--- src/sv/cvkt_pkg.sv ---
package cvkt_pkg;

  // Number of tracked axes; lanes are built for axes below this count.
  localparam int AXES = 3;

  // Configuration port geometry.
  localparam int ADDR_W = 5;
  localparam int DATA_W = 32;

  // Iterations of the restoring divider: a 32-bit magnitude shifted up by 16.
  localparam int DIV_BITS = 48;

  // Multiplies in the prediction and update programs of one lane.
  localparam int PRED_MULS = 10;
  localparam int UPD_MULS  = 6;

  typedef enum logic [2:0] {
    REG_STEP_TIME     = 3'd0,
    REG_NOISE_XY      = 3'd1,
    REG_NOISE_Z       = 3'd2,
    REG_MEAS_NOISE    = 3'd3,
    REG_SPEED_LIMIT   = 3'd4,
    REG_PREDICT_LIMIT = 3'd5,
    REG_STALE_LIMIT   = 3'd6
  } reg_idx_t;

  typedef enum logic [1:0] {
    ST_PREDICTED = 2'd0,
    ST_RESET     = 2'd1,
    ST_UPDATED   = 2'd2,
    ST_REJECTED  = 2'd3
  } status_t;

  typedef enum logic [1:0] {
    OP_PREDICT = 2'd0,
    OP_UPDATE  = 2'd1,
    OP_COMMIT  = 2'd2,
    OP_RESTART = 2'd3
  } lane_op_t;

  typedef struct packed {
    logic     start;
    lane_op_t op;
  } lane_cmd_t;

  typedef struct packed {
    logic [16:0] dt;
    logic [23:0] q;
    logic [23:0] r;
  } lane_cfg_t;

  typedef struct packed {
    logic done;
    logic reject;
  } merge_res_t;

  // Sign extension of a 32-bit value to 64 bits.
  function automatic logic signed [63:0] ext64(input logic signed [31:0] x);
    ext64 = {{32{x[31]}}, x};
  endfunction

  // Saturate a 64-bit value to the signed 32-bit range.
  function automatic logic signed [31:0] sat32(input logic signed [63:0] x);
    if (x > 64'sh0000_0000_7FFF_FFFF) begin
      sat32 = 32'sh7FFF_FFFF;
    end else if (x < -64'sh0000_0000_8000_0000) begin
      sat32 = 32'sh8000_0000;
    end else begin
      sat32 = x[31:0];
    end
  endfunction

  // Q16.16 product: round half up at bit 16, then saturate.
  function automatic logic signed [31:0] fround(input logic signed [63:0] p);
    fround = sat32((p + 64'sd32768) >>> 16);
  endfunction

endpackage

--- src/sv/cvkt_merge.sv ---
module cvkt_merge (
  input  logic                   clk,
  input  logic                   rst,
  input  logic                   start,
  input  logic [63:0]            nv_sq [cvkt_pkg::AXES],
  input  logic [23:0]            speed_limit,
  output cvkt_pkg::merge_res_t   res
);
  import cvkt_pkg::*;

  logic [63:0] sum, sum_next;
  logic [47:0] lim;
  logic        stage;

  // Total squared speed over the lanes.
  always_comb begin
    sum_next = '0;
    for (int a = 0; a < AXES; a++) begin
      sum_next = sum_next + nv_sq[a];
    end
  end

  // Register the sum and the squared limit, then compare.
  always_ff @(posedge clk) begin
    if (rst) begin
      stage    <= 1'b0;
      res.done <= 1'b0;
    end else begin
      stage    <= start;
      res.done <= stage;
      if (start) begin
        sum <= sum_next;
        lim <= speed_limit * speed_limit;
      end
      if (stage) begin
        res.reject <= (sum > {16'd0, lim});
      end
    end
  end

endmodule

--- config.mk ---
export PLATFORM = sky130hd
export DESIGN_NAME = cvkt_merge
export DESIGN_NICKNAME = d
export VERILOG_FILES = /design/src/sv/cvkt_pkg.sv /design/src/sv/cvkt_merge.sv
export SDC_FILE = /design/constraint.sdc
export NUM_CORES = 2
export LEC_CHECK = 0
export BUFFER_PORTS_ARGS = -buffer_cell sky130_fd_sc_hd__buf_2
export CAP_MARGIN = 20
export CELL_PAD_IN_SITES_DETAIL_PLACEMENT = 0
export CELL_PAD_IN_SITES_GLOBAL_PLACEMENT = 1
export CORE_MARGIN = 3
export CORE_UTILIZATION = 50
export DETAILED_ROUTE_END_ITERATION = 10
export PLACE_DENSITY_LB_ADDON = 0.1
export REMOVE_ABC_BUFFERS = 1
export SETUP_SLACK_MARGIN = 0.05
export SYNTH_ARGS = -nofsm -noshare
export SYNTH_HDL_FRONTEND = slang
export SYNTH_SLANG_ARGS = --single-unit
--- constraint.sdc ---
create_clock -name clk -period 26.6 [get_ports clk]
set_input_delay 7.98 -clock clk [delete_from_list [all_inputs] [get_ports clk]]
set_output_delay 7.98 -clock clk [all_outputs]
set_load 0.005 [all_outputs]
# After elaboration in Yosys (flattened, before gate mapping)
# Index checks and enable logic that the tools add are counted.
totals:
  register_bits: 115
  latch_bits: 0
  mem_bits_rw: 0
  romBits: 0
  inputBits: 219
  output_inout_bits: 2
  elab_cells: 12
  n_memories: 0
op_classes:
  n_addsub: 2
  multipliers: 1
  div: 0
  n_lt_le_gt_ge: 1
  eq_ne: 0
  shifts: 0
  n_mux: 0
  bitwise: 1
  reduce_logical: 2
op_table:
  columns: ["operator", "n"]
  rows:
  - ["$add 64x64->64", 2]
  - ["$gt 64x48->1", 1]
  - ["$mul 24x24->48", 1]
  - ["$reduce_and 2->1", 2]
  - ["$not 1->1", 1]

# Depth between registers and ports, before layout
depth:
  depth_word: 2
  depth_mapped: 29
  ltp_nobuf: 27

# Worst setup path after synthesis
# No wires, ideal clock.
synth_timing:
  kind: "input port to flip-flop"
  start: "input port speed_limit[7]"
  end: "register lim[45], data pin"
  setup_time_ns: 0.262
  arrival_time_ns: 14.293
  t_required_ns: 26.338
  slack_ns: 12.044
  path_stages: 25
  path_buffers: 1
  path_cell_list: "clkbuf_1 > nand2_1 > fa_1 > inv_1 > fa_1 > inv_1 > fa_1 > fa_1 > inv_1 > fa_1 > fa_1 > inv_1 > fa_1 > inv_1 > ha_1 > and3_1 > and2_1 > a221o_1 > or4_1 > o21ai_2 > o31ai_2 > a21oi_2 > a21oi_1 > a31oi_1 > o31ai_1"
synth_between:
  elab_chain_cells: 1
synth_rtl:
  columns: ["element", "line_no", "text"]
  rows:
  - ["start: declaration", "cvkt_merge.sv:6", "input logic [23:0] speed_limit,"]
  - ["$mul 24x24->48", "cvkt_merge.sv:33", "lim <= speed_limit * speed_limit;"]
  - ["end signal: assignment", "cvkt_merge.sv:33", null]
  - ["end: declaration", "cvkt_merge.sv:12", "logic [47:0] lim;"]
# Every way passes these cells.
# A chain may end at the register's enable or synchronous reset.

# Worst setup path after layout
layout_timing:
  start: "input port speed_limit[2]"
  end: "register lim[42], data pin"
# Same word-level chain as after synthesis.

==> flow_metrics.env <==
export IMPL_crit_family="adder cells"
export IMPL_initial_core_util_pct=51.14
export IMPL_dp_final_hpwl_mm=50.03
export IMPL_clock_root_buffer="sky130_fd_sc_hd__clkbuf_16"
export IMPL_tightest_slew_ns=0.8181
export IMPL_cts_repair_resize_count=0
export IMPL_yosysWarningCount=0
export IMPL_route_detailed_drc=0
export IMPL_grt_pass1_vias=20200
export IMPL_postLayoutSetupSlackWorst_ns=11.40
export IMPL_crit_path_start_kind="input pin"
export IMPL_layout_cells_most_common_list="sky130_fd_sc_hd__inv_1 (674), sky130_fd_sc_hd__fa_1 (486), sky130_fd_sc_hd__ha_1 (285), sky130_fd_sc_hd__nand2_1 (225), sky130_fd_sc_hd__buf_2 (220)"
export IMPL_crit_buf_inv=8
export IMPL_avgRoutedWirePerCell_um=16.57
export IMPL_layout_filler_cells=4602
export IMPL_final_number_of_max_transition_violations=0
export IMPL_yosys_top_cells_area="sky130_fd_sc_hd__fa_1 (38%), sky130_fd_sc_hd__ha_1 (14%), sky130_fd_sc_hd__edfxtp_1 (13%)"
export IMPL_dpl_worst_slack_ns=11.00
export IMPL_post_cts_setup_buffers=0
export IMPL_buffer_ports_inserted=220
export IMPL_met2WireLength_mm=30.98
export IMPL_global_route_usage_total_pct=22.68
export IMPL_die_h_um=233.7
export IMPL_worst_path_max_fanout=24
export IMPL_layout_commonest_cell="sky130_fd_sc_hd__inv_1"
export IMPL_grt_max_degree=66
export IMPL_vias=18590
export IMPL_worstRegToRegCells=10
export IMPL_arrival_ns=15.42
export IMPL_critical_path_slowest_cell="sky130_fd_sc_hd__fa_1"
export IMPL_ys_dominant_reg_cell="sky130_fd_sc_hd__edfxtp_1"
export IMPL_min_period_over_period_pct=57.15
export IMPL_synth_largest_area_cell="sky130_fd_sc_hd__fa_1"
export IMPL_detail_route_vias_per_cell=5.213
export IMPL_fp_row_count=82
export IMPL_final_instance_count_excl_fill=3567
export IMPL_clock_tree_htree_level_count=4
export IMPL_synth_cell_types=74
export IMPL_async_flop_share_pct=0
export IMPL_number_of_buffers_on_the_longest_clock_path=2
export IMPL_timing_hold_violations_final=0
export IMPL_yosysTopAreaCellShare_pct=37.54
export IMPL_timing_setup_tns_ns=0
export IMPL_critPathCaptureType="register"
export IMPL_grt_overflow_total=0
export IMPL_tritoncts_num_sinks=114
export IMPL_timing_reg2reg_setup_slack_ns=24.00
export IMPL_dpl_cell_count=3534
export IMPL_grt_setup_unrepaired="no"
export IMPL_critical_path_endpoint="lim[42]"
export IMPL_gp_routability_congestion=0.8598
export IMPL_synth_avg_cell_area_um2=9.525
export IMPL_worst_setup_path_startpoint="speed_limit[2]"
export IMPL_clock_transition_at_the_registers_of_the_reported_paths_ns=0.06
export IMPL_design_die_area_mm2=0.05460
export IMPL_core_area_mm2=0.05068
export IMPL_holdBufCountCts=0
export IMPL_drt_initial_violations=877
export IMPL_r2r_start="sum[5]"
export IMPL_path_class="in2reg"
export IMPL_clock_insertion_delay_worst_skew_ns=0.42
export IMPL_netlist_instances=2721
export IMPL_finalWorstPathRequiredPeriod_ns=15.20
export IMPL_route_met3_wl_mm=1.722
export IMPL_wl_met1_mm=25.50
export IMPL_tritoncts_clock_tree="yes"
export IMPL_postRouteAntennaNets=0
export IMPL_highest_signal_layer="met4"
export IMPL_dr_pass1_iters=5
export IMPL_cp_num_cells=27
export IMPL_worst_endpoint_required_ns=26.82
export IMPL_number_of_flops_mapped_to_enable_cells_by_yosys=112
export IMPL_critical_path_reg2reg_endpoint="res[0]"
export IMPL_post_synth_instance_area_mm2=0.02592
export IMPL_setup_viol_count_final=0
export IMPL_wire_length_after_detailed_routing_mm=59.09
export IMPL_fmax_mhz=65.78
export IMPL_maxCapViolations=0
export IMPL_slew_limit_headroom_pct=45.46
export IMPL_finish_utilization_pct=55.56
export IMPL_grt_pass1_wl_mm=99.54
export IMPL_crit_path_max_incr_delay_ns=0.58
export IMPL_outcome="finished, final reports clean"
export IMPL_drive_above_1_share_pct=9.468
export IMPL_finClkSkew_ns=0.01251
export IMPL_area_growth_syn_to_layout_pct=8.646
export IMPL_grt_antenna_before_repair=0
export IMPL_postSynthRegisterBits=114
export IMPL_yosysSeqAreaShare_pct=13.13
export IMPL_die_width_um=233.7
export IMPL_final_nets=3871
export IMPL_design_portCount=221
export IMPL_numCtsBuffers=17
export IMPL_worstHoldPathType="reg2reg"
==> layer usage <==
layer / track usage [%] / vias to the layer above
met5: 0 / -
met2: 41.08 / 345
met4: 4.285 / 0
met1: 29.82 / 9332
met3: 2.085 / 64
li1: - / 8853
==> sequential cells by signal, indices dropped and copies added, names as in the netlist <==
signal,flops
res,2
sum,64
stage,1
lim,47
==> worst reg2reg max path, stage by stage (launching register included) <==
cell	delay [ns]
sky130_fd_sc_hd__edfxtp_1	0.37
sky130_fd_sc_hd__ha_1	0.32
sky130_fd_sc_hd__a21o_1	0.16
sky130_fd_sc_hd__a21o_1	0.17
sky130_fd_sc_hd__a21oi_1	0.12
sky130_fd_sc_hd__o21ai_0	0.14
sky130_fd_sc_hd__a21oi_1	0.24
sky130_fd_sc_hd__nor3_1	0.06
sky130_fd_sc_hd__o21ai_0	0.26
sky130_fd_sc_hd__a21oi_1	0.12
sky130_fd_sc_hd__o32a_1	0.39
==> cell usage after synthesis (8+ instances only) <==
library cell	n
sky130_fd_sc_hd__o31ai_1	9
sky130_fd_sc_hd__nor2_1	75
sky130_fd_sc_hd__nand3_1	22
sky130_fd_sc_hd__nor2b_1	16
sky130_fd_sc_hd__o21bai_1	27
sky130_fd_sc_hd__nand2_1	225
sky130_fd_sc_hd__nand2b_1	15
sky130_fd_sc_hd__o21ai_0	52
sky130_fd_sc_hd__fa_1	486
sky130_fd_sc_hd__a31oi_1	18
sky130_fd_sc_hd__xor2_1	41
sky130_fd_sc_hd__nor4_1	9
sky130_fd_sc_hd__and3_1	17
sky130_fd_sc_hd__o21a_1	8
sky130_fd_sc_hd__clkbuf_1	75
sky130_fd_sc_hd__inv_1	674
sky130_fd_sc_hd__nand4_1	37
sky130_fd_sc_hd__nor3_1	12
sky130_fd_sc_hd__a21o_1	89
sky130_fd_sc_hd__xnor2_1	72
sky130_fd_sc_hd__ha_1	285
sky130_fd_sc_hd__and2_1	115
sky130_fd_sc_hd__a21oi_1	141
sky130_fd_sc_hd__edfxtp_1	112
==> worst min path at each step <==
| stage | depth (start not counted) | from | end |
|---|---|---|---|
| floorplan | 1 | stage | res[1] |
| finish | 1 | stage | res[1] |
| global placement | 1 | stage | res[1] |
| CTS | 1 | stage | res[1] |
| global route | 1 | stage | res[1] |
| detailed placement | 1 | stage | res[1] |
==> stage by stage <==
step | hold slack (ns) | area, um^2
global route | 0.4945 | 28160
finish | 0.4612 | 28160
CTS | 0.4604 | 28160
global placement | 0.4387 | 27560
floorplan | 0.4297 | 25600
detailed placement | 0.4468 | 27560
==> area by class of cell <==
type	instances	area (um^2)	area share [%]
multi-input combinational	1852	19670	69.87
sequential	114	3403	12.09
inverter	674	2530	8.985
timing repair buffer	222	1116	3.964
tap	672	840.8	2.986
clock buffer	18	429.2	1.524
clock inverter	14	162.7	0.5776
antenna	1	2.502	0.008887
==> kinds of logic (layout without fill, tap and decap cells) <==
family | after synthesis | in the layout | share of synthesized area [%]
adders and majority gates | 771 | 771 | 51.30
other | 0 | 1 | 0
AOI/OAI and AO/OA | 400 | 400 | 9.974
and+or+nand+nor | 565 | 565 | 10.67
xor gates and xnor gates | 113 | 113 | 3.819
muxes | 3 | 3 | 0.1207
DFF | 114 | 114 | 13.13
buffers and inverters | 755 | 928 | 10.99
Power is not shown: default switching activity piles up to over one toggle a cycle in this logic, so the estimate is an artifact.
